==> config.mk <==
export PLATFORM = sky130hd
export DESIGN_NAME = three_channel_mean_min_max_tracker
export DESIGN_NICKNAME = d
export VERILOG_FILES = /design/src/rtl/core/tcmmm_pkg.sv /design/src/rtl/core/tcmmm_ram.sv /design/src/rtl/core/three_channel_mean_min_max_tracker.sv
export VERILOG_INCLUDE_DIRS = /design/src /design/src/rtl/core
export SDC_FILE = /design/constraint.sdc
export NUM_CORES = 2
export LEC_CHECK = 0
export BUFFER_PORTS_ARGS = -buffer_cell sky130_fd_sc_hd__buf_2
export CAP_MARGIN = 20
export CORE_ASPECT_RATIO = 0.75
export CORE_MARGIN = 2
export CORE_UTILIZATION = 40
export CTS_BUF_LIST = sky130_fd_sc_hd__clkbuf_4
export DETAILED_ROUTE_END_ITERATION = 8
export MAX_ROUTING_LAYER = met4
export PLACE_DENSITY = 0.62
export SLEW_MARGIN = 10
export SYNTH_ARGS = -nofsm -noshare
export SYNTH_HDL_FRONTEND = slang
export SYNTH_SLANG_ARGS = --single-unit
export TNS_END_PERCENT = 50
==> constraint.sdc <==
create_clock -name i_clk -period 13.1 [get_ports i_clk]
set_input_delay 0.655 -clock i_clk [delete_from_list [all_inputs] [get_ports i_clk]]
set_output_delay 0.655 -clock i_clk [all_outputs]
set_load 0.02 [all_outputs]
==> src/rtl/core/three_channel_mean_min_max_tracker_defines.svh <==
// assertion macros for the mean / min / max tracker
`ifndef THREE_CHANNEL_MEAN_MIN_MAX_TRACKER_DEFINES_SVH
`define THREE_CHANNEL_MEAN_MIN_MAX_TRACKER_DEFINES_SVH

`ifndef SYNTHESIS
`define TCMMM_ASSERT_ALWAYS(lbl, cond) \
    lbl: assert property (@(posedge i_clk) disable iff (!i_rst_n) (cond)) \
        else $error("tracker check failed");
`define TCMMM_ASSERT_IMPLY(lbl, ante, cons) \
    lbl: assert property (@(posedge i_clk) disable iff (!i_rst_n) (ante) |-> (cons)) \
        else $error("tracker check failed");
`define TCMMM_ASSERT_NEXT(lbl, ante, cons) \
    lbl: assert property (@(posedge i_clk) disable iff (!i_rst_n) (ante) |=> (cons)) \
        else $error("tracker check failed");
`else
`define TCMMM_ASSERT_ALWAYS(lbl, cond)
`define TCMMM_ASSERT_IMPLY(lbl, ante, cons)
`define TCMMM_ASSERT_NEXT(lbl, ante, cons)
`endif

`endif

==> src/rtl/core/tcmmm_pkg.sv <==
package tcmmm_pkg;

    localparam int TEMP_WINDOW  = 8;
    localparam int HUMID_WINDOW = 8;
    localparam int PRESS_WINDOW = 8;
    localparam int WIN_MAX_TH   = (TEMP_WINDOW > HUMID_WINDOW) ? TEMP_WINDOW : HUMID_WINDOW;
    localparam int WIN_MAX      = (WIN_MAX_TH > PRESS_WINDOW) ? WIN_MAX_TH : PRESS_WINDOW;

    localparam int TEMP_W  = 15;
    localparam int HUMID_W = 14;
    localparam int PRESS_W = 17;

    // common signed form of a channel value, and its stored form
    localparam int VAL_W = PRESS_W + 1;
    localparam int MEM_W = PRESS_W;

    localparam int CNT_W     = $clog2(WIN_MAX + 1);
    localparam int IDX_W     = (WIN_MAX > 1) ? $clog2(WIN_MAX) : 1;
    localparam int CH_W      = 2;
    localparam int ADDR_W    = CH_W + IDX_W;
    localparam int RAM_DEPTH = 2 ** ADDR_W;

    // mean by reciprocal: exact while the error stays below 1/count
    localparam int SUM_W  = VAL_W + CNT_W;
    localparam int MAG_W  = SUM_W;
    localparam int RCP_K  = MAG_W + CNT_W;
    localparam int RCP_W  = RCP_K + 1;
    localparam int PROD_W = MAG_W + RCP_W;

    localparam int APB_DW      = 32;
    localparam int PADDR_W     = 3;
    localparam int REG_IDX_LSB = 2;

    typedef logic [1:0] t_mode;
    localparam t_mode MODE_BLOCK = 2'd0;
    localparam t_mode MODE_SLIDE = 2'd1;
    localparam t_mode MODE_RESET = MODE_SLIDE;

    localparam logic REG_MODE = 1'b0;

    typedef logic [CH_W-1:0] t_chan;
    localparam t_chan CH_TEMP  = 2'd0;
    localparam t_chan CH_HUMID = 2'd1;
    localparam t_chan CH_PRESS = 2'd2;

    typedef logic signed [VAL_W-1:0] t_val;
    typedef logic [CNT_W-1:0] t_cnt;
    typedef logic [WIN_MAX:0][RCP_W-1:0] t_rcp_tab;

    function automatic t_cnt win_size(input t_chan ch);
        t_cnt sz;
        case (ch)
            CH_TEMP:  sz = CNT_W'(TEMP_WINDOW);
            CH_HUMID: sz = CNT_W'(HUMID_WINDOW);
            default:  sz = CNT_W'(PRESS_WINDOW);
        endcase
        return sz;
    endfunction

    // ceil(2^RCP_K / n) for every count n from 1 to WIN_MAX, by long division at elaboration
    function automatic t_rcp_tab rcp_table();
        t_rcp_tab tab;
        logic [CNT_W:0] rem;
        logic [RCP_W-1:0] quo;
        tab = '0;
        for (int n = 1; n <= WIN_MAX; n++) begin
            rem = '0;
            quo = '0;
            for (int b = RCP_K; b >= 0; b--) begin
                rem = {rem[CNT_W-1:0], (b == RCP_K)};
                if (rem >= (CNT_W + 1)'(n)) begin
                    rem    = rem - (CNT_W + 1)'(n);
                    quo[b] = 1'b1;
                end
            end
            tab[n] = (rem != '0) ? quo + RCP_W'(1) : quo;
        end
        return tab;
    endfunction

    localparam t_rcp_tab RCP_TAB = rcp_table();

endpackage

==> src/rtl/core/tcmmm_ram.sv <==
module tcmmm_ram #(
    parameter int WIDTH = 8,
    parameter int DEPTH = 16
) (
    input  logic                     i_clk,
    input  logic                     i_wr_en,
    input  logic [$clog2(DEPTH)-1:0] i_wr_addr,
    input  logic [WIDTH-1:0]         i_wr_data,
    input  logic                     i_rd_en,
    input  logic [$clog2(DEPTH)-1:0] i_rd_addr,
    output logic [WIDTH-1:0]         o_rd_data
);

    logic [WIDTH-1:0] r_mem [DEPTH];
    logic [WIDTH-1:0] r_rd_data;

    always_ff @(posedge i_clk) begin
        if (i_wr_en) begin
            r_mem[i_wr_addr] <= i_wr_data;
        end
        if (i_rd_en) begin
            r_rd_data <= r_mem[i_rd_addr];
        end
    end

    assign o_rd_data = r_rd_data;

endmodule

==> src/rtl/core/three_channel_mean_min_max_tracker.sv <==
// Three-channel mean / min / max tracker.
// Input channel: i_in_valid / o_in_stall with one temperature, humidity and
// pressure reading and a validity flag. An item with i_reading_ok low changes
// nothing and returns the held values with an empty update mask.
// Output channel: o_out_valid / i_out_stall, one result item per input item:
// the published value of each channel, its lowest and highest published value,
// the update mask and the have-values flags.
// Mode register at byte address 0 of the APB port: 0 block mean,
// 1 sliding mean (reset value), 2 and 3 raw pass-through.
// Items are handled one at a time; o_in_stall is high from acceptance until
// the result is loaded into the output register. The channels are processed
// in turn: a raw value passes S_CHAN and S_UPD; a mean over n entries passes
// S_CHAN, S_READ, S_MUL, S_DIV and S_UPD, where S_READ reads each window entry
// through the single read port of the window RAM. An invalid item goes from
// S_IDLE straight to S_PUB; windows hold 8 entries; the next item is taken in
// the cycle after the result is loaded.
// The result register frees the block while the receiver stalls; only a
// second result waits on it. Reset clears counts, extremes and flags and
// sets the sliding mode; window contents are never read before written.
`include "three_channel_mean_min_max_tracker_defines.svh"

module three_channel_mean_min_max_tracker (
    input  logic                              i_clk,
    input  logic                              i_rst_n,

    input  logic                              psel,
    input  logic                              penable,
    input  logic                              pwrite,
    input  logic [tcmmm_pkg::PADDR_W-1:0]     paddr,
    input  logic [tcmmm_pkg::APB_DW-1:0]      pwdata,
    output logic [tcmmm_pkg::APB_DW-1:0]      prdata,
    output logic                              pready,

    input  logic                              i_in_valid,
    output logic                              o_in_stall,
    input  logic signed [tcmmm_pkg::TEMP_W-1:0]  i_temp_reading,
    input  logic [tcmmm_pkg::HUMID_W-1:0]     i_humid_reading,
    input  logic [tcmmm_pkg::PRESS_W-1:0]     i_press_reading,
    input  logic                              i_reading_ok,

    output logic                              o_out_valid,
    input  logic                              i_out_stall,
    output logic signed [tcmmm_pkg::TEMP_W-1:0]  o_temp_value,
    output logic [tcmmm_pkg::HUMID_W-1:0]     o_humid_value,
    output logic [tcmmm_pkg::PRESS_W-1:0]     o_press_value,
    output logic signed [tcmmm_pkg::TEMP_W-1:0]  o_temp_lowest,
    output logic signed [tcmmm_pkg::TEMP_W-1:0]  o_temp_highest,
    output logic [tcmmm_pkg::HUMID_W-1:0]     o_humid_lowest,
    output logic [tcmmm_pkg::HUMID_W-1:0]     o_humid_highest,
    output logic [tcmmm_pkg::PRESS_W-1:0]     o_press_lowest,
    output logic [tcmmm_pkg::PRESS_W-1:0]     o_press_highest,
    output logic [2:0]                        o_updated_mask,
    output logic [2:0]                        o_have_values
);

    import tcmmm_pkg::*;

    typedef enum logic [2:0] {
        S_IDLE,
        S_CHAN,
        S_READ,
        S_MUL,
        S_DIV,
        S_UPD,
        S_PUB
    } t_state;

    t_state                    r_state;
    t_mode                     r_mode;
    t_val                      r_raw [3];
    t_val                      r_pub [3];
    t_val                      r_lo [3];
    t_val                      r_hi [3];
    t_cnt                      r_fill [3];
    logic [IDX_W-1:0]          r_head [3];
    logic [2:0]                r_seen;
    logic [2:0]                r_mask;
    t_chan                     r_ch;
    t_cnt                      r_cnt;
    t_cnt                      r_ridx;
    logic                      r_rd_pend;
    logic signed [SUM_W-1:0]   r_sum;
    logic [PROD_W-1:0]         r_prod;
    logic                      r_neg;
    t_val                      r_val;
    logic                      r_do_pub;

    logic                      r_out_valid;
    logic [TEMP_W-1:0]         r_o_temp_value;
    logic [HUMID_W-1:0]        r_o_humid_value;
    logic [PRESS_W-1:0]        r_o_press_value;
    logic [TEMP_W-1:0]         r_o_temp_lowest;
    logic [TEMP_W-1:0]         r_o_temp_highest;
    logic [HUMID_W-1:0]        r_o_humid_lowest;
    logic [HUMID_W-1:0]        r_o_humid_highest;
    logic [PRESS_W-1:0]        r_o_press_lowest;
    logic [PRESS_W-1:0]        r_o_press_highest;
    logic [2:0]                r_o_mask;
    logic [2:0]                r_o_have;

    // per-channel decision
    t_val                      ch_x;
    t_cnt                      ch_fill;
    logic [IDX_W-1:0]          ch_head;
    t_cnt                      ch_size;
    t_cnt                      blk_next;
    t_cnt                      n_fill;
    logic [IDX_W-1:0]          n_head;
    logic [IDX_W-1:0]          wr_idx;
    logic                      wr_win;
    logic                      need_mean;
    t_cnt                      mean_cnt;
    logic                      pub_raw;

    logic                      ram_we;
    logic                      ram_re;
    logic [MEM_W-1:0]          ram_rdata;
    t_val                      rd_val;

    logic [MAG_W-1:0]          sum_mag;
    logic [MAG_W-1:0]          mul_b;
    logic [MAG_W-1:0]          quo;
    t_val                      quo_val;

    logic                      cfg_wr;
    logic                      rd_issue;
    logic                      out_free;

    always_comb begin
        ch_x      = r_raw[r_ch];
        ch_fill   = r_fill[r_ch];
        ch_head   = r_head[r_ch];
        ch_size   = win_size(r_ch);
        blk_next  = '0;
        n_fill    = ch_fill;
        n_head    = ch_head;
        wr_idx    = ch_fill[IDX_W-1:0];
        wr_win    = 1'b0;
        need_mean = 1'b0;
        mean_cnt  = ch_size;
        pub_raw   = 1'b1;
        case (r_mode)
            MODE_BLOCK: begin
                wr_win   = 1'b1;
                // a full window restarts at the first entry
                wr_idx   = (ch_fill >= ch_size) ? '0 : ch_fill[IDX_W-1:0];
                blk_next = CNT_W'(wr_idx) + CNT_W'(1);
                if (blk_next >= ch_size) begin
                    n_fill    = '0;
                    need_mean = 1'b1;
                end else begin
                    n_fill  = blk_next;
                    pub_raw = !r_seen[r_ch];
                end
            end
            MODE_SLIDE: begin
                wr_win    = 1'b1;
                need_mean = 1'b1;
                if (ch_fill < ch_size) begin
                    wr_idx   = ch_fill[IDX_W-1:0];
                    n_fill   = ch_fill + CNT_W'(1);
                    n_head   = '0;
                    mean_cnt = ch_fill + CNT_W'(1);
                end else begin
                    // full window: overwrite the oldest entry
                    wr_idx = ch_head;
                    n_head = (CNT_W'(ch_head) + CNT_W'(1) == ch_size) ? '0
                                                                    : ch_head + IDX_W'(1);
                end
            end
            default: begin
                wr_win = 1'b0;
            end
        endcase
    end

    assign ram_we   = (r_state == S_CHAN) && wr_win;
    assign rd_issue = r_ridx != r_cnt;
    assign ram_re   = (r_state == S_READ) && rd_issue;

    tcmmm_ram #(
        .WIDTH (MEM_W),
        .DEPTH (RAM_DEPTH)
    ) u_win_ram (
        .i_clk     (i_clk),
        .i_wr_en   (ram_we),
        .i_wr_addr ({r_ch, wr_idx}),
        .i_wr_data (ch_x[MEM_W-1:0]),
        .i_rd_en   (ram_re),
        .i_rd_addr ({r_ch, r_ridx[IDX_W-1:0]}),
        .o_rd_data (ram_rdata)
    );

    // temperature entries are stored sign-extended
    assign rd_val  = (r_ch == CH_TEMP) ? t_val'({ram_rdata[MEM_W-1], ram_rdata})
                                       : t_val'({1'b0, ram_rdata});

    assign sum_mag = r_sum[SUM_W-1] ? MAG_W'(-r_sum) : MAG_W'(r_sum);
    assign mul_b   = sum_mag + MAG_W'(r_cnt >> 1);
    assign quo     = r_prod[RCP_K +: MAG_W];
    assign quo_val = t_val'(quo[VAL_W-1:0]);

    assign cfg_wr   = psel && penable && pwrite && pready;
    assign out_free = !r_out_valid || !i_out_stall;

    always_ff @(posedge i_clk) begin
        if (!i_rst_n) begin
            r_mode <= MODE_RESET;
        end else if (cfg_wr && (paddr[REG_IDX_LSB] == REG_MODE)) begin
            r_mode <= pwdata[1:0];
        end
    end

    always_comb begin
        prdata = '0;
        if (paddr[REG_IDX_LSB] == REG_MODE) begin
            prdata = APB_DW'(r_mode);
        end
    end

    assign pready = 1'b1;

    always_ff @(posedge i_clk) begin
        if (!i_rst_n) begin
            r_state     <= S_IDLE;
            r_out_valid <= 1'b0;
            r_seen      <= '0;
            r_mask      <= '0;
            r_ch        <= CH_TEMP;
            r_rd_pend   <= 1'b0;
            for (int k = 0; k < 3; k++) begin
                r_fill[k] <= '0;
                r_head[k] <= '0;
                r_pub[k]  <= '0;
                r_lo[k]   <= '0;
                r_hi[k]   <= '0;
            end
        end else begin
            // a result taken while a new one is loaded is handled in S_PUB
            if (r_out_valid && !i_out_stall && (r_state != S_PUB)) begin
                r_out_valid <= 1'b0;
            end
            case (r_state)
                S_IDLE: begin
                    if (i_in_valid) begin
                        r_raw[CH_TEMP]  <= t_val'(i_temp_reading);
                        r_raw[CH_HUMID] <= t_val'(i_humid_reading);
                        r_raw[CH_PRESS] <= t_val'(i_press_reading);
                        r_mask          <= '0;
                        r_ch            <= CH_TEMP;
                        r_state         <= i_reading_ok ? S_CHAN : S_PUB;
                    end
                end
                S_CHAN: begin
                    r_fill[r_ch] <= n_fill;
                    r_head[r_ch] <= n_head;
                    if (need_mean) begin
                        r_cnt     <= mean_cnt;
                        r_ridx    <= '0;
                        r_sum     <= '0;
                        r_rd_pend <= 1'b0;
                        r_state   <= S_READ;
                    end else begin
                        r_val    <= ch_x;
                        r_do_pub <= pub_raw;
                        r_state  <= S_UPD;
                    end
                end
                S_READ: begin
                    if (rd_issue) begin
                        r_ridx <= r_ridx + CNT_W'(1);
                    end
                    r_rd_pend <= rd_issue;
                    if (r_rd_pend) begin
                        r_sum <= r_sum + SUM_W'(rd_val);
                    end
                    if (!rd_issue) begin
                        r_state <= S_MUL;
                    end
                end
                S_MUL: begin
                    // rounded mean: (|sum| + n/2) / n, sign restored after
                    r_prod  <= mul_b * RCP_TAB[r_cnt];
                    r_neg   <= r_sum[SUM_W-1];
                    r_state <= S_DIV;
                end
                S_DIV: begin
                    r_val    <= r_neg ? -quo_val : quo_val;
                    r_do_pub <= 1'b1;
                    r_state  <= S_UPD;
                end
                S_UPD: begin
                    if (r_do_pub) begin
                        r_pub[r_ch] <= r_val;
                        if (!r_seen[r_ch]) begin
                            r_lo[r_ch] <= r_val;
                            r_hi[r_ch] <= r_val;
                        end else begin
                            if (r_val < r_lo[r_ch]) begin
                                r_lo[r_ch] <= r_val;
                            end
                            if (r_val > r_hi[r_ch]) begin
                                r_hi[r_ch] <= r_val;
                            end
                        end
                        r_seen[r_ch] <= 1'b1;
                        r_mask[r_ch] <= 1'b1;
                    end
                    if (r_ch == CH_PRESS) begin
                        r_state <= S_PUB;
                    end else begin
                        r_ch    <= r_ch + CH_W'(1);
                        r_state <= S_CHAN;
                    end
                end
                S_PUB: begin
                    if (out_free) begin
                        r_out_valid       <= 1'b1;
                        r_o_temp_value    <= r_pub[CH_TEMP][TEMP_W-1:0];
                        r_o_humid_value   <= r_pub[CH_HUMID][HUMID_W-1:0];
                        r_o_press_value   <= r_pub[CH_PRESS][PRESS_W-1:0];
                        r_o_temp_lowest   <= r_lo[CH_TEMP][TEMP_W-1:0];
                        r_o_temp_highest  <= r_hi[CH_TEMP][TEMP_W-1:0];
                        r_o_humid_lowest  <= r_lo[CH_HUMID][HUMID_W-1:0];
                        r_o_humid_highest <= r_hi[CH_HUMID][HUMID_W-1:0];
                        r_o_press_lowest  <= r_lo[CH_PRESS][PRESS_W-1:0];
                        r_o_press_highest <= r_hi[CH_PRESS][PRESS_W-1:0];
                        r_o_mask          <= r_mask;
                        r_o_have          <= r_seen;
                        r_state           <= S_IDLE;
                    end
                end
                default: begin
                    r_state <= S_IDLE;
                end
            endcase
        end
    end

    assign o_in_stall      = r_state != S_IDLE;
    assign o_out_valid     = r_out_valid;
    assign o_temp_value    = r_o_temp_value;
    assign o_humid_value   = r_o_humid_value;
    assign o_press_value   = r_o_press_value;
    assign o_temp_lowest   = r_o_temp_lowest;
    assign o_temp_highest  = r_o_temp_highest;
    assign o_humid_lowest  = r_o_humid_lowest;
    assign o_humid_highest = r_o_humid_highest;
    assign o_press_lowest  = r_o_press_lowest;
    assign o_press_highest = r_o_press_highest;
    assign o_updated_mask  = r_o_mask;
    assign o_have_values   = r_o_have;

    `TCMMM_ASSERT_ALWAYS(a_fill_in_range, (r_fill[0] <= win_size(CH_TEMP)) && (r_fill[1] <= win_size(CH_HUMID)) && (r_fill[2] <= win_size(CH_PRESS)))
    `TCMMM_ASSERT_NEXT(a_busy_after_accept, i_in_valid && !o_in_stall, o_in_stall)
    `TCMMM_ASSERT_IMPLY(a_mask_has_value, o_out_valid, (o_updated_mask & ~o_have_values) == 3'b000)
    `TCMMM_ASSERT_IMPLY(a_temp_order, o_out_valid && o_have_values[0], o_temp_lowest <= o_temp_highest)

endmodule
Yosys cells after proc, flatten, opt, wreduce, memory -nomap -nowiden
Memories as Yosys holds them, arrays and structs flattened. A register that Yosys moved wholly into a read port is not among the register bits.
Cells that the tools add are included.
W data, S select, Z words.
{ "op_classes": {"addsub": 10, "mul": 1, "magnitude_cmp": 8, "n_eq_ne": 20, "muxes": 111, "bitwise": 5, "n_reduce_logical": 37} }
{ "op_table": {"columns": ["op", "n"], "rows": [
  ["$mux W18", 8],
  ["$mux W22", 3],
  ["$reduce_or A18 Y1", 3],
  ["$mux W1", 47],
  ["$mul A22 B27 Y44", 1],
  ["$pmux W22 S2", 1],
  ["$mux W3", 14],
  ["$mux W2", 18],
  ["$pmux W18 S2", 1],
  ["$mux W4", 7],
  ["$mux W27", 1],
  ["$add A22 B18 Y22", 1],
  ["$add A22 B3 Y22", 1],
  ["$neg A22 Y22", 1],
  ["$pmux W3 S7", 1],
  ["$gt A18 B18 Y1", 1],
  ["$lt A18 B18 Y1", 1],
  ["$ne A2 B2 Y1 const B", 9],
  ["$neg A18 Y18", 1],
  ["$reduce_and A3 Y1", 6],
  ["$pmux W4 S2", 2],
  ["$pmux W3 S2", 2],
  ["$eq A3 B3 Y1 const B", 3],
  ["$add A3 B1 Y4 const B", 2],
  ["34 further kinds", 57]
]} }
{ "totals": {"regBits": 115, "mem_bits_rw": 781, "romBits": 432, "in_bits": 89, "out_inout_bits": 179, "word_cells": 216, "memories": 8} }
{ "memory_table": {"columns": ["memory", "depth", "word_bits", "rd", "rd_ports_with_merged_regs", "write_ports", "line_no", "source"], "rows": [
  ["u_win_ram.r_mem", 32, 17, 1, 1, 1, "tcmmm_ram.sv:14", "logic [WIDTH-1:0] r_mem [DEPTH];"],
  ["(name not given)", 16, 27, 1, 1, 0, "three_channel_mean_min_max_tracker.sv:283", "r_prod <= mul_b * RCP_TAB[r_cnt];"],
  ["r_hi", 3, 18, 4, 4, 3, "three_channel_mean_min_max_tracker.sv:73", "t_val r_hi [3];"],
  ["r_lo", 3, 18, 4, 4, 3, "three_channel_mean_min_max_tracker.sv:72", "t_val r_lo [3];"],
  ["r_pub", 3, 18, 3, 3, 3, "three_channel_mean_min_max_tracker.sv:71", "t_val r_pub [3];"],
  ["r_raw", 3, 18, 1, 1, 3, "three_channel_mean_min_max_tracker.sv:70", "t_val r_raw [3];"],
  ["2 more memories", null, null, null, null, null, null, null]
]} }

Depth between registers and ports, before layout
{ "depth": {"ltp_word": 10, "depth_mapped": 41, "depth_no_buf": 39} }

By module
From an unflattened synthesis, not the netlist that was laid out.
{ "unflattened": {"cells_unflattened": 4373, "hier_area_um2": 58874.0} }
{ "modules_own_cells": {"columns": ["module", "instances", "cells_each", "area_each_um2", "seq_area_each_um2"], "rows": [
  ["three_channel_mean_min_max_tracker", 1, 3161, 36966.7, 14894.3],
  ["tcmmm_ram", 1, 1212, 21907.3, 16846.2]
]} }

Worst setup path after synthesis
OpenSTA, ideal clock, no wires.
{ "synth_timing": {"path_kind": "register to register", "from": "reg r_sum[21]", "to": "reg r_prod[43], data pin", "setup_time_ps": 268, "t_arrival_ps": 9366, "required_time_ps": 12832, "slack_ps": 3466, "stages_incl_launch_ff": 36, "n_path_buf": 4, "period_less_slack_ps": 9634, "path_cell_list": "edfxtp_1 -> buf_2 -> buf_1 -> clkbuf_1 -> nand2_1 -> o21ai_0 -> inv_1 -> fa_1 -> inv_1 -> a21oi_1 -> or3_1 -> nor4_4 -> nand2_1 -> nor3_1 -> xnor2_1 -> clkbuf_1 -> and2_1 -> fa_1 -> fa_1 -> fa_1 -> fa_1 -> fa_1 -> fa_1 -> inv_1 -> fa_1 -> inv_1 -> ha_1 -> a211o_1 -> a21oi_1 -> o211ai_1 -> a221oi_1 -> o31ai_1 -> a211oi_2 -> o21ai_0 -> a21oi_1 -> xnor3_1"} }
{ "synth_between": {"elab_chain_len": 4} }
{ "synth_lines": {"columns": ["element", "line_no", "source"], "rows": [
  ["from (decl)", "three_channel_mean_min_max_tracker.sv:82", "logic signed [SUM_W-1:0] r_sum;"],
  ["from (signal assigned)", "three_channel_mean_min_max_tracker.sv:275", "r_sum <= r_sum + SUM_W'(rd_val);"],
  ["$neg A22 Y22", "three_channel_mean_min_max_tracker.sv:198", "assign sum_mag = r_sum[SUM_W-1] ? MAG_W'(-r_sum) : MAG_W'(r_sum);"],
  ["$mux W22 *", "three_channel_mean_min_max_tracker.sv:198", null],
  ["$add A22 B3 Y22 *", "three_channel_mean_min_max_tracker.sv:199", "assign mul_b = sum_mag + MAG_W'(r_cnt >> 1);"],
  ["$mul A22 B27 Y44 *", "three_channel_mean_min_max_tracker.sv:283", null],
  ["to (signal assigned)", "three_channel_mean_min_max_tracker.sv:283", null],
  ["to (decl)", "three_channel_mean_min_max_tracker.sv:83", "logic [PROD_W-1:0] r_prod;"]
]} }
Mark *: on every way between the ends. The rest lies on a longest branch, timed or not.
A chain may end at the register's enable or synchronous reset.

Worst setup path after layout
{ "layout_timing": {"from": "reg r_sum[1]", "to": "reg r_prod[43], data pin"} }
Same word-level chain as after synthesis.

==> results by group <==
Status
  • Status: finished, final reports clean

Worst setup path
  • Worst setup EP type: flop
  • Critical Path RT: about 14000 ps
  • Slowest-stage cell, CP: xor2_1
  • Setup CP Type: reg2reg
  • Startpoint types: flop
  • CP max stage delay: 740 ps
  • Crit path max fanout: 9
  • Crit path top cell by count: fa_1
  • Worst Path Arrival: between 10000 and 15000 ps

Drt
  • Iter 0 DRT Violations: about 3.6k
  • Antenna viol nets, final: 0
  • DR vias/cell: just over 5
  • DRC violations left: 0
  • Wire length per cell: about 22 um
  • DR pass1 iterations: 5
  • Vias post-DR: approximately 34k
  • Routed WL: 148800 um

STA
  • Setup_tns: 0 ps
  • Final Max Tran Viols: 0
  • Fin Hold WS: around 180 ps
  • Final min period: 11360 ps
  • Final Hold Viols: 0
  • Slew margin rel.: 21.34%
  • Fmax: just under 90 MHz
  • Final period util: between 80% and 90%
  • Worst-Margin Slew: around 1200 ps
  • RSZ-0062 raised after global routing: no
  • Layout Skew: 85.16 ps
  • Final setup viols: 0

Hold path
  • Min-Delay Path Class: in2reg

Final layout
  • Area grow syn2layout: 12.97%
  • Multi-input gate area: ~24000 sq um
  • Most frequent cells in the layout: edfxtp_1, inv_1, fa_1, clkbuf_4, nand2_1
  • FILL cells: ~13k
  • Final nets: 5229
  • Most common cell after layout, fill and taps aside: edfxtp_1
  • Share of cells above drive strength 1: about a fifth
  • Sequential Area: approximately 32000 sq um

Synth
  • Syn_area_per_cell: between 10 and 15 sq um
  • Post-synth EDFFs: 1037
  • Synth Cell Area: 58210 sq um
  • Cell count after synthesis: about 4k
  • Seq cells post-synth: between 1k and 1.5k
  • Main flop type after synthesis: edfxtp_1
  • Post-synth cell types: around 90
  • Ys Warns: 0
  • Ys async rst share: 0%
  • Seq/Total Area, Yosys: between 50 and 60%

Clocking
  • Htree depth: 4
  • Worst skew pair latency: 1200 ps
  • CTS max path bufs: 3
  • CTS tree: built
  • Post-cts repair resize count: 0
  • Clock Sinks: between 1k and 1.5k
  • Num CTS Buffers: around 240
  • Clk slew on worst S/H paths: about 90 ps
  • Root Buffer: clkbuf_4

Placement
  • Final GP Congestion: 0.9795
  • IO buf count: just over 200
  • Detailed Place HPWL: between 100000 and 150000 um

Global routing
  • Gr usage total: 20.82%
  • First-pass GRT wire length: between 200000 and 250000 um
  • Vias in the first global route: approximately 35k
  • Total grt overflow: 0
  • Largest net degree at the start of global routing: 140
  • Initial antenna violation count: 7

Die
  • Die area: between 100000 and 150000 sq um
  • Core Area: 144700 sq um
  • DIE WIDTH: 444.5 um
  • IO Count: ~270
  • Starting Density: a little over 40%
  • Die height: 334.4 um
  • Row Count: around 120

Pwr
  • Cell Pwr Density: roughly 230 nW/um^2
  • Worst vdd ir: slightly above 0.0003 V
  • Total power: roughly 15 mW
  • Leakage: 26.70 nW

Job
  • Max cap viols: 0
==> kinds of logic (layout without fill, tap and decap cells) <==
logic type / Yosys count / after routing / share of synthesized area [%]
fa+ha+maj: 629 / 629 / 18.99
compound gates: 276 / 276 / 3.078
flops: 1067 / 1067 / 54.52
other cells: 2 / 39 / 0.01290
simple gates: 924 / 924 / 7.574
mux: 247 / 247 / 8.823
buf+inv: 812 / 1442 / 5.468
xor+xnor: 97 / 97 / 1.532
==> power by group <==
part | switching (mW) | internal (mW)
sequential | 0.167 | 4.20
clock | 1.34 | 1.29
combinational | 4.66 | 3.26
==> cells in the mapped netlist (all sizes together) (6+ instances only) <==
cell type / number / share of area, %
a211oi: 7 / 0.099
fa: 424 / 15
mux2: 9 / 0.17
a21boi: 7 / 0.090
nand3: 21 / 0.18
xnor2: 59 / 0.89
nor2: 244 / 1.6
buf: 65 / 0.65
o21a: 12 / 0.15
a21o: 27 / 0.35
o21ai: 68 / 0.58
nor2b: 34 / 0.37
clkbuf: 111 / 0.72
and2: 146 / 1.6
nand4: 14 / 0.16
mux4: 212 / 8.2
nor3: 23 / 0.22
or3: 13 / 0.14
nor3b: 8 / 0.10
a21oi: 82 / 0.70
o22ai: 7 / 0.075
nor4: 6 / 0.14
or2: 8 / 0.086
nand2: 341 / 2.2
mux2i: 26 / 0.45
ha: 205 / 4.4
edfxtp: 1037 / 53
and3: 15 / 0.16
inv: 634 / 4.1
dfxtp: 30 / 1.0
o31ai: 10 / 0.14
nand2b: 31 / 0.33
xor2: 36 / 0.57
==> final timing paths <==
kind | start | to | slack, ps | cells after the start
hold reg to reg | r_pub[2][8] | o_press_value[8] | 410 | 0
hold / removal | i_humid_reading[0] | r_raw[1][0] | 180 | 2
setup reg to reg | r_sum[1] | r_prod[43] | 1740 | 36
setup / recovery | r_sum[1] | r_prod[43] | 1740 | 36
==> layer usage <==
metal / global-route usage (%) / vias up / part of all wire (%)
li1: - / 15070 / -
met2: 29.48 / 1465 / 44
met1: 30.00 / 17550 / 45
met5: - / - / 0
met4: 5.681 / 0 / 2.2
met3: 5.023 / 191 / 9.0
==> layout make-up <==
type	count	area share, %
Clock buffer	348	3.973
Multi-Input combinational cell	2204	35.95
Clock inverter	94	0.7953
Antenna cell	8	0.03044
Inverter	636	3.630
Tap cell	1906	3.626
Timing Repair Buffer	364	3.710
Sequential cell	1067	48.28
==> state kept, by name, indices dropped and copies added, names as in the netlist, 16 cells and up, named ones only <==
signal,count
o_press_highest,17
o_press_lowest,17
o_press_value,17
r_fill,16
r_hi,72
r_lo,72
r_prod,18
r_pub,46
r_raw,46
r_sum,22
r_val,18
u_win_ram.o_rd_data,17
u_win_ram.r_mem,544
==> what timing repair did <==
action                    CTS  global route
setup buffers               0             0
hold buffers               58             0
hold endpoints to repair   63             0
==> critical path, delay by kind of cell, from the launching register on <==
| kind | cells | cell delay (ps) |
|---|---|---|
| fa+ha+maj | 10 | 4320 |
| compound gates | 11 | 3020 |
| xor+xnor | 3 | 1240 |
| simple gates | 5 | 1110 |
| buf+inv | 7 | 920 |
| flops | 1 | 510 |
==> per-stage QoR <==
step	utilization (%)	worst slack (ps)	area, sq um	cells
floorplan	-	3466	58320	4083
global placement	42.81	1878	61960	6116
detailed placement	42.81	1725	61960	6116
CTS	45.38	1736	65670	6616
global route	45.43	1047	65760	6625
finish	45.44	1741	65760	6627
Power figures use the tool's default switching activity.
